`config.mk`:
```
export PLATFORM = sky130hd
export DESIGN_NAME = shift_array_insert_remove_search
export DESIGN_NICKNAME = d
export VERILOG_FILES = /design/src/sairs_pkg.sv /design/src/sairs_cell.sv /design/src/sairs_first_hit.sv /design/src/shift_array_insert_remove_search.sv
export SDC_FILE = /design/constraint.sdc
export NUM_CORES = 2
export LEC_CHECK = 0
export ABC_AREA = 1
export BUFFER_PORTS_ARGS = -buffer_cell sky130_fd_sc_hd__buf_4
export CAP_MARGIN = 0
export CORE_MARGIN = 2
export CORE_UTILIZATION = 44
export DETAILED_ROUTE_END_ITERATION = 12
export GPL_ROUTABILITY_DRIVEN = 0
export PLACE_DENSITY = 0.58
export SYNTH_ARGS = -nofsm -noshare
export SYNTH_HDL_FRONTEND = slang
export SYNTH_HIERARCHICAL = 1
export SYNTH_SLANG_ARGS = --single-unit
export TNS_END_PERCENT = 50
```
`constraint.sdc`:
```
create_clock -name clock -period 16.5 [get_ports clock]
set_clock_uncertainty 0.05 [all_clocks]
set_input_delay 0.825 -clock clock [delete_from_list [all_inputs] [get_ports clock]]
set_output_delay 0.825 -clock clock [all_outputs]
set_load 0.03 [all_outputs]
```
`src/sairs_pkg.sv`:
```
// ----------------------------------------------------------------------------
// sairs_pkg: shared definitions for the shift array list
// Default sizes, request and status codes, and the control group that the
// top level broadcasts to every cell.
// ----------------------------------------------------------------------------
package sairs_pkg;

   localparam int SAIRS_DEPTH      = 16;
   localparam int SAIRS_DATA_WIDTH = 32;
   localparam int CSR_W            = 5;
   localparam logic [CSR_W-1:0] CSR_CAPACITY_RESET = 5'd16;

   typedef enum logic [1:0] {
      MODE_SEARCH = 2'd0,
      MODE_INSERT = 2'd1,
      MODE_REMOVE = 2'd2,
      MODE_NOP    = 2'd3
   } mode_type;

   typedef enum logic [1:0] {
      ST_OK        = 2'd0,
      ST_NOT_FOUND = 2'd1,
      ST_RANGE     = 2'd2,
      ST_FULL      = 2'd3
   } status_type;

   typedef struct packed {
      logic capture;
      logic shift_up;
      logic shift_down;
   } cell_ctl_type;

endpackage

```
`src/sairs_cell.sv`:
```
// ----------------------------------------------------------------------------
// sairs_cell: one position of the shift array
// Holds one entry, takes its neighbor's entry or the key on an insert or a remove, and
// registers whether it matches the search key.
// ----------------------------------------------------------------------------
module sairs_cell #(
   parameter int DATA_WIDTH = 32,
   parameter int CNT_W      = 5,
   parameter int IDX        = 0
) (
   input  logic                      clock,
   input  sairs_pkg::cell_ctl_type   ctl,
   input  logic [3:0]                pos,
   input  logic [CNT_W-1:0]          count,
   input  logic [DATA_WIDTH-1:0]     key,
   input  logic [DATA_WIDTH-1:0]     left_data,
   input  logic [DATA_WIDTH-1:0]     right_data,
   output logic [DATA_WIDTH-1:0]     entry,
   output logic                      hit
);
   import sairs_pkg::*;

   logic [DATA_WIDTH-1:0] entry_ff, entry_in;
   logic                  hit_ff, hit_in;

   always_comb begin
      entry_in = entry_ff;
      if (ctl.shift_up) begin
         if (IDX > int'(pos)) begin
            entry_in = left_data;
         end else if (IDX == int'(pos)) begin
            entry_in = key;
         end
      end else if (ctl.shift_down) begin
         if (IDX >= int'(pos)) begin
            entry_in = right_data;
         end
      end
   end

   assign hit_in = ctl.capture ? ((CNT_W'(IDX) < count) && (entry_ff == key)) : hit_ff;

   always_ff @(posedge clock) begin
      entry_ff <= entry_in;
      hit_ff   <= hit_in;
   end

   assign entry = entry_ff;
   assign hit   = hit_ff;

endmodule

```
`src/sairs_first_hit.sv`:
```
// ----------------------------------------------------------------------------
// sairs_first_hit: lowest set position of the match vector
// A binary tree of pairwise selects, one level per address bit.
// ----------------------------------------------------------------------------
module sairs_first_hit #(
   parameter int DEPTH = 16,
   parameter int IW    = 4
) (
   input  logic [DEPTH-1:0] hits,
   output logic             any,
   output logic [IW-1:0]    index
);
   import sairs_pkg::*;

   localparam int P = 1 << IW;

   logic          node_hit [2*P-1];
   logic [IW-1:0] node_idx [2*P-1];

   genvar g;
   generate
      for (g = 0; g < P; g++) begin : g_leaf
         if (g < DEPTH) begin : g_real
            assign node_hit[P-1+g] = hits[g];
         end else begin : g_pad
            assign node_hit[P-1+g] = 1'b0;
         end
         assign node_idx[P-1+g] = IW'(g);
      end
      for (g = 0; g < P-1; g++) begin : g_node
         assign node_hit[g] = node_hit[2*g+1] | node_hit[2*g+2];
         assign node_idx[g] = node_hit[2*g+1] ? node_idx[2*g+1] : node_idx[2*g+2];
      end
   endgenerate

   assign any   = node_hit[0];
   assign index = node_idx[0];

endmodule

```
`src/shift_array_insert_remove_search.sv`:
```
// ----------------------------------------------------------------------------
// shift_array_insert_remove_search: packed list with insert, remove, search
//
//   channel  dir  ports                 transfer carries
//   req      in   req_tvalid/tready     mode, index, value
//   rsp      out  rsp_tvalid/tready     status, found_index, count
//   csr      in   csr_wr_en             capacity
//
// A request is registered in the cells, which register their match flags,
// and in the encode stage, then in the output register behind the priority
// tree; a stall on the rsp channel can hold it between them. One request per
// cycle is sustained while rsp_tready stays high. Reset clears the count and
// sets capacity to 16; entries are not cleared. A stalled result is held in
// the output register while one more request waits in the encode stage.
// ----------------------------------------------------------------------------
module shift_array_insert_remove_search #(
   parameter int DEPTH      = sairs_pkg::SAIRS_DEPTH,
   parameter int DATA_WIDTH = sairs_pkg::SAIRS_DATA_WIDTH
) (
   input  logic                    clock,
   input  logic                    reset,
   input  logic                    req_tvalid,
   output logic                    req_tready,
   input  logic [39:0]             req_tdata,   // mode[1:0], index[5:2], value[37:6]
   output logic                    rsp_tvalid,
   input  logic                    rsp_tready,
   output logic [15:0]             rsp_tdata,   // status[1:0], found_index[5:2], count[10:6]
   input  logic                    csr_wr_en,
   input  logic [sairs_pkg::CSR_W-1:0] csr_wr_data
);
   import sairs_pkg::*;

   localparam int IW    = $clog2(DEPTH);
   localparam int CNT_W = $clog2(DEPTH + 1);
   localparam int CMP_W = (CNT_W > CSR_W) ? CNT_W : CSR_W;

   logic                    accept, advance;
   mode_type                mode;
   logic [3:0]              pos;
   logic signed [31:0]      value_s;
   logic [DATA_WIDTH-1:0]   key;

   logic [CSR_W-1:0]        capacity_ff, capacity_in;
   logic [CNT_W-1:0]        count_ff, count_in;

   logic                    op_valid_ff, op_valid_in;
   logic                    op_search_ff, op_search_in;
   status_type              op_status_ff, op_status_in;
   logic [CNT_W-1:0]        op_count_ff, op_count_in;

   logic                    rsp_valid_ff, rsp_valid_in;
   status_type              rsp_status_ff, rsp_status_in;
   logic [IW-1:0]           rsp_found_ff, rsp_found_in;
   logic [CNT_W-1:0]        rsp_count_ff, rsp_count_in;

   logic [CMP_W-1:0]        cnt_x, cap_x, pos_x, dep_x;
   logic                    is_full, ins_range, rem_range;
   logic                    do_insert, do_remove;
   status_type              req_status;
   cell_ctl_type            ctl;

   logic [DATA_WIDTH-1:0]   entry [DEPTH];
   logic [DEPTH-1:0]        hits;
   logic                    hit_any;
   logic [IW-1:0]           hit_index;

   assign mode    = mode_type'(req_tdata[1:0]);
   assign pos     = req_tdata[5:2];
   assign value_s = signed'(req_tdata[37:6]);
   assign key     = DATA_WIDTH'(value_s);

   assign advance    = op_valid_ff && (!rsp_valid_ff || rsp_tready);
   assign req_tready = !op_valid_ff || advance;
   assign accept     = req_tvalid && req_tready;

   assign cnt_x = CMP_W'(count_ff);
   assign cap_x = CMP_W'(capacity_ff);
   assign pos_x = CMP_W'(pos);
   assign dep_x = CMP_W'(DEPTH);

   assign is_full   = (cnt_x >= cap_x) || (cnt_x >= dep_x);
   assign ins_range = (pos_x > cnt_x) || (pos_x >= dep_x);
   assign rem_range = (pos_x >= cnt_x) || (pos_x >= dep_x);

   always_comb begin
      do_insert  = 1'b0;
      do_remove  = 1'b0;
      req_status = ST_OK;
      unique case (mode)
         MODE_SEARCH: req_status = ST_OK;
         MODE_INSERT: begin
            if (is_full) begin
               req_status = ST_FULL;
            end else if (ins_range) begin
               req_status = ST_RANGE;
            end else begin
               do_insert = 1'b1;
            end
         end
         MODE_REMOVE: begin
            if (rem_range) begin
               req_status = ST_RANGE;
            end else begin
               do_remove = 1'b1;
            end
         end
         MODE_NOP: req_status = ST_OK;
         default: req_status = ST_OK;
      endcase
   end

   assign ctl.capture    = accept;
   assign ctl.shift_up   = accept && do_insert;
   assign ctl.shift_down = accept && do_remove;

   always_comb begin
      count_in = count_ff;
      if (ctl.shift_up) begin
         count_in = count_ff + CNT_W'(1);
      end else if (ctl.shift_down) begin
         count_in = count_ff - CNT_W'(1);
      end
   end

   assign capacity_in = csr_wr_en ? csr_wr_data : capacity_ff;

   assign op_valid_in  = accept ? 1'b1 : (advance ? 1'b0 : op_valid_ff);
   assign op_search_in = accept ? (mode == MODE_SEARCH) : op_search_ff;
   assign op_status_in = accept ? req_status : op_status_ff;
   assign op_count_in  = accept ? count_in : op_count_ff;

   always_comb begin
      rsp_valid_in  = rsp_valid_ff && !rsp_tready;
      rsp_status_in = rsp_status_ff;
      rsp_found_in  = rsp_found_ff;
      rsp_count_in  = rsp_count_ff;
      if (advance) begin
         rsp_valid_in = 1'b1;
         rsp_count_in = op_count_ff;
         rsp_found_in = '0;
         if (op_search_ff) begin
            rsp_status_in = hit_any ? ST_OK : ST_NOT_FOUND;
            if (hit_any) begin
               rsp_found_in = hit_index;
            end
         end else begin
            rsp_status_in = op_status_ff;
         end
      end
   end

   always_ff @(posedge clock) begin
      if (reset) begin
         capacity_ff  <= CSR_CAPACITY_RESET;
         count_ff     <= '0;
         op_valid_ff  <= 1'b0;
         rsp_valid_ff <= 1'b0;
      end else begin
         capacity_ff  <= capacity_in;
         count_ff     <= count_in;
         op_valid_ff  <= op_valid_in;
         rsp_valid_ff <= rsp_valid_in;
      end
      op_search_ff  <= op_search_in;
      op_status_ff  <= op_status_in;
      op_count_ff   <= op_count_in;
      rsp_status_ff <= rsp_status_in;
      rsp_found_ff  <= rsp_found_in;
      rsp_count_ff  <= rsp_count_in;
   end

   genvar i;
   generate
      for (i = 0; i < DEPTH; i++) begin : g_cell
         logic [DATA_WIDTH-1:0] left_data, right_data;
         if (i == 0) begin : g_first
            assign left_data = key;
         end else begin : g_left
            assign left_data = entry[i-1];
         end
         if (i == DEPTH - 1) begin : g_last
            assign right_data = key;
         end else begin : g_right
            assign right_data = entry[i+1];
         end
         sairs_cell #(
            .DATA_WIDTH (DATA_WIDTH),
            .CNT_W      (CNT_W),
            .IDX        (i)
         ) u_cell (
            .clock      (clock),
            .ctl        (ctl),
            .pos        (pos),
            .count      (count_ff),
            .key        (key),
            .left_data  (left_data),
            .right_data (right_data),
            .entry      (entry[i]),
            .hit        (hits[i])
         );
      end
   endgenerate

   sairs_first_hit #(
      .DEPTH (DEPTH),
      .IW    (IW)
   ) u_first_hit (
      .hits  (hits),
      .any   (hit_any),
      .index (hit_index)
   );

   assign rsp_tvalid = rsp_valid_ff;
   assign rsp_tdata  = {5'd0, 5'(rsp_count_ff), 4'(rsp_found_ff), rsp_status_ff};

   a_count_bound: assert property (@(posedge clock) disable iff (reset)
      CMP_W'(count_ff) <= dep_x)
      else $error("count exceeds depth");

   a_refused_holds: assert property (@(posedge clock) disable iff (reset)
      accept && !do_insert && !do_remove |=> $stable(count_ff))
      else $error("refused request changed the count");

   a_advance_fills: assert property (@(posedge clock) disable iff (reset)
      advance |=> rsp_valid_ff)
      else $error("result lost between stages");

   a_found_below_count: assert property (@(posedge clock) disable iff (reset)
      rsp_valid_ff && (rsp_found_ff != '0) |-> CNT_W'(rsp_found_ff) < rsp_count_ff)
      else $error("found index at or past count");

endmodule
```
After elaboration in Yosys (flattened, before gate mapping)
Index checks and enable logic that the tools add are counted.

Flip-flop bits (word level): 559. Input bits: 50. Output and inout bits: 18.

Add/subtract/negate cells: 2. Order comparisons: 51. Eq/ne operators: 50. Multiplexer cells: 109. Bitwise gates (word level): 15. Reduce and logical (&&, ||, !) cells: 66.

Operators with widths (count): 32-bit two-way mux (78); 32-bit equality test (16); 3-bit by 1-bit != test with 1-bit output (second input constant) (15); 3-bit AND reduction (15); 4-bit by 5-bit < comparator with 1-bit output (first input constant) (8); 2-bit nonzero test (17); 4-bit equality test (first input constant) (8); 4-bit > comparator (first input constant) (8); 4-bit greater-or-equal comparator (first input constant) (7); 1-bit logical AND (21); 3-bit by 5-bit < comparator with 1-bit output (first input constant) (4); 1-bit two-way mux (17); 3-bit by 4-bit equality test with 1-bit output (first input constant) (4); 3-bit by 4-bit greater-or-equal comparator with 1-bit output (first input constant) (4); 3-bit by 4-bit > comparator with 1-bit output (first input constant) (4); 2-bit two-way mux (8); 1-bit OR (15); 1-bit by 5-bit < comparator with 1-bit output (first input constant) (2); 2-bit by 5-bit < comparator with 1-bit output (first input constant) (2); 5-bit two-way mux (2); 2-bit by 4-bit equality test with 1-bit output (first input constant) (2); 1-bit by 4-bit greater-or-equal comparator with 1-bit output (first input constant) (2); 2-bit by 4-bit greater-or-equal comparator with 1-bit output (first input constant) (2); 2-bit by 4-bit > comparator with 1-bit output (first input constant) (2); other kinds (21) (30).

Depth between registers and ports, before layout
Depth after elaboration: 8. Mapped depth: 15. Gate-level depth less buffers: 13.

Hierarchy
The synthesis kept the hierarchy.

Modules (own cells, without submodules): sairs_cell at g_cell[14].u_cell (times used 1, cells each 305, area each 2448.6 sq um, seq. area each 991.0 sq um); sairs_cell at g_cell[10].u_cell (times used 1, cells each 323, area each 2399.8 sq um, seq. area each 991.0 sq um); sairs_cell at g_cell[5].u_cell (times used 1, cells each 321, area each 2379.8 sq um, seq. area each 991.0 sq um); sairs_cell at g_cell[2].u_cell (times used 1, cells each 327, area each 2341.0 sq um, seq. area each 991.0 sq um); sairs_cell at g_cell[9].u_cell (times used 1, cells each 319, area each 2298.5 sq um, seq. area each 991.0 sq um); sairs_cell at g_cell[1].u_cell (times used 1, cells each 326, area each 2294.7 sq um, seq. area each 991.0 sq um); sairs_cell at g_cell[13].u_cell (times used 1, cells each 318, area each 2275.9 sq um, seq. area each 991.0 sq um); sairs_cell at g_cell[6].u_cell (times used 1, cells each 319, area each 2268.4 sq um, seq. area each 991.0 sq um); sairs_cell at g_cell[4].u_cell (times used 1, cells each 316, area each 2267.2 sq um, seq. area each 991.0 sq um); sairs_cell at g_cell[12].u_cell (times used 1, cells each 316, area each 2258.4 sq um, seq. area each 991.0 sq um); sairs_cell at g_cell[11].u_cell (times used 1, cells each 313, area each 2242.2 sq um, seq. area each 991.0 sq um); sairs_cell at g_cell[7].u_cell (times used 1, cells each 315, area each 2240.9 sq um, seq. area each 991.0 sq um); sairs_cell at g_cell[3].u_cell (times used 1, cells each 313, area each 2239.6 sq um, seq. area each 991.0 sq um); sairs_cell at g_cell[8].u_cell (times used 1, cells each 320, area each 2230.9 sq um, seq. area each 991.0 sq um); 4 more rows.

Least setup slack after synthesis
OpenSTA, ideal clock, no wires.

Kind: input -> register. From: input port rsp_tready. To: register g_cell[2].u_cell.entry_ff[0] (enable). Library setup time: 0.594 ns. Data arrival time: 7.157 ns. Required time: 15.856 ns. Path slack: 8.698 ns. Stages: 8. Path buffers: 0. Path through: inv_1 nand3_2 nand2_1 inv_2 nand4_2 inv_1 nor2_1 a2111oi_0.

RTL lines: from (decl) (RTL line shift_array_insert_remove_search.sv:26) `input logic rsp_tready,`; to (signal assigned) (RTL line sairs_cell.sv:44) `entry_ff <= entry_in;`; to (decl) (RTL line sairs_cell.sv:23) `logic [DATA_WIDTH-1:0] entry_ff, entry_in;`.

==> summary.txt <==
Critical path
  • Critical Path Max Stage Delay: 0.93 ns
  • Launch point of the worst path: cnt_x[3]
  • Reg-to-reg critical path startpoint: cnt_x[3]
  • Critical Path AT: 5.23 ns
  • CP Class: reg2reg
  • Worst path top cell family by delay: buffers and inverters
  • Crit path max-delay cell type: dfxtp_1
  • CP dominant cell by count: inv_1
  • Critical path endpoint category: register
  • Critical Path Source Type: register
  • Peak fanout along the critical path: 185
  • Critical Path RT: 16.80 ns
  • Crit-path cells: inv_1 -> ha_1 -> inv_1 -> nor2_2 -> nand3_2 -> nand2_2 -> nand3_4 -> inv_16 -> buf_12 -> inv_1 -> a21oi_1 -> a21oi_2
  • Buf+Inv Stages, Crit Path: 5

Flow run
  • Max-Cap Viols: 0

Min path
  • Min-Delay Startpoint: op_count_ff[3]
  • Worst Hold Class: reg2reg

CTS
  • Clk slew on worst S/H paths: 0.06 ns
  • TritonCTS clock tree: built
  • CTS Sinks: 559
  • CTS Buf Count: 70
  • Max H-tree Level: 3
  • Setup Buffers After CTS: 0
  • CTS resizes: 0
  • Skew-Pair Late Insertion Delay: 0.64 ns
  • Clock tree buffer depth: 3
  • Hold buffers post-CTS: 0
  • Clk root buf: clkbuf_16

Route
  • Number of DRC markers in iteration 0: 4450
  • Detailed-router iteration count before antenna repair: 8
  • Remaining routing DRC violations: 0
  • Number of antenna-violating nets in the routed design: 0
  • Final WL: 139 mm
  • Routed wire length per instance: 21.7 µm
  • Vias per cell: 5.52
  • Vias: 35500

Placement
  • Port bufs: 60
  • Post-DP HPWL: 90.9 mm
  • Cells after DPL: 6302

Power and ir drop
  • PwrDens: 90.4 nW/µm²
  • Leakage: 18.5 nW
  • Maximum vdd drop: 0.0786 mV
  • Total power: 3.74 mW

GRT
  • First-pass GRT wire length: 206 mm
  • GRT Util Overall: 30.5%
  • Initial antenna violation count: 0
  • Number of global-route vias before repair: 32000
  • Largest net degree at the start of global routing: 186
  • Global route total overflow: 0

Logic synthesis
  • Most frequent cell after synthesis: nand2_1
  • Synth async-reset ratio: 0%
  • EDFF count, synth: 547
  • Yosys top cell area share: 43.0%
  • Synth top cells by count: nand2_1, nor2_1, inv_1, edfxtp_1, a21oi_1
  • Synth warn: 6
  • Yosys cell types: 57
  • FF+latch count, synth: 559
  • Cells after synthesis: 5256
  • Cell taking the most area after synthesis: edfxtp_1
  • Synth Area per Inst: 7.27 µm²
  • Ys flop type: edfxtp_1
  • Register area share after synthesis: 43.6%
  • Synth top area cells: edfxtp_1, nand2_1, nor2_1
  • Mapped Area: 38200 µm²

STA
  • Final Critical Period: 4.93 ns
  • Final setup viols: 0
  • Final hold vios: 0
  • Tcrit/Tclk final: 29.9%
  • RSZ-0062 raised after global routing: no
  • Pins Over Slew Limit: 0
  • Maximum clock rate: 203 MHz
  • Slew margin rel.: 15.6%
  • Setup Total Neg Slack: 0 ns
  • Pin slew with the least headroom to its limit: 1.26 ns
  • Hold WS: 0.369 ns

Outcome
  • Status: finished clean

Floorplanning
  • DIE AREA: 89200 µm²
  • Initial Utilization: 44.2%
  • Io pins: 68
  • Core Rows: 108
  • Die Height: 299 µm
  • Core area: 86500 µm²
  • DIE WIDTH: 299 µm

Final layout
  • Area Growth Syn to Fin: 8.13%
  • Layout cells sized above 1: 6.81%
  • Fillers: 8786
  • Final Util: 47.8%
  • Layout net count: 5280
  • Antenna diodes: 0
  • Fin cells: 6427
==> flip-flops by register name (all words and copies together) (netlist names), 2 cells and up <==
register	count
rsp_found_ff	4
g_cell.u_cell/entry	512
rsp_status_ff	2
rsp_count_ff	5
cnt_x	5
g_cell.u_cell/hit	16
cap_x	5
op_count_ff	5
op_status_ff	2
==> routing by layer <==
layer / vias up / global-route usage, % / part of all wire, %
met5: - / 0 / 0
met4: 0 / 9.52 / 3.0
met3: 228 / 4.80 / 11
met2: 1921 / 44.6 / 42
met1: 16600 / 46.2 / 44
li1: 16700 / - / -
==> placed cells by master (no fill, tap or decap), drive strengths merged, types with 64 or more instances in the layout <==
cell / netlist / layout
a21oi: 460 / 460
inv: 681 / 685
nor2: 806 / 806
a31oi: 64 / 64
xnor2: 149 / 149
o21ai: 451 / 451
edfxtp: 547 / 547
clkbuf: 56 / 91
nand2: 1674 / 1674
buf: 149 / 94
==> metrics by stage <==
stage	instance area, µm²	worst slack [ns]
detailed placement	39100	11.58
CTS	41300	11.72
global route	41300	11.24
global placement	39100	11.60
floorplan	38200	8.70
finish	41300	11.57
==> power by group <==
part | internal (mW) | switching (mW)
registers | 1.61 | 0.0479
clock network | 0.935 | 0.647
logic | 0.137 | 0.360
total | 2.68 | 1.06
==> area by class of cell <==
type | instances | area (µm²) | share of cell area [%]
repair buffers | 94 | 718 | 1.74
multi-input cells | 3810 | 17600 | 42.7
clock inverters | 34 | 377 | 0.911
flip-flops and latches | 559 | 16700 | 40.3
well taps | 1155 | 1450 | 3.50
clock buffers | 91 | 1890 | 4.58
inverters | 684 | 2600 | 6.29
==> kinds of logic (layout without fill, tap and decap cells) <==
kind of cell	after synthesis	in the layout	share of synthesized area, %
AOI/OAI and AO/OA	1033	1033	15.0
buffers and inverters	891	903	10.5
other	1	5	0.00981
adders and majority gates	11	11	0.360
and+or+nand+nor	2581	2581	26.4
DFF	559	559	43.6
xor gates and xnor gates	180	180	4.12
==> path summary, 6_finish.rpt <==
kind                               endpoint  slack (ns)  depth (start not counted)
setup / recovery  g_cell[5].u_cell/entry[6]       11.57                         12
hold / removal              rsp_count_ff[3]        0.37                          0
setup reg to reg  g_cell[5].u_cell/entry[6]       11.57                         12
hold reg to reg             rsp_count_ff[3]        0.37                          0
==> worst register-to-register path: stages, from the launching register on <==
cell and delay (ns):
dfxtp_1 0.93, inv_1 0.26, ha_1 0.37, inv_1 0.05
nor2_2 0.14, nand3_2 0.15, nand2_2 0.12, nand3_4 0.16
inv_16 0.47, buf_12 0.57, inv_1 0.85, a21oi_1 0.43
a21oi_2 0.08
Note: power is estimated with default switching activity, not from simulation.
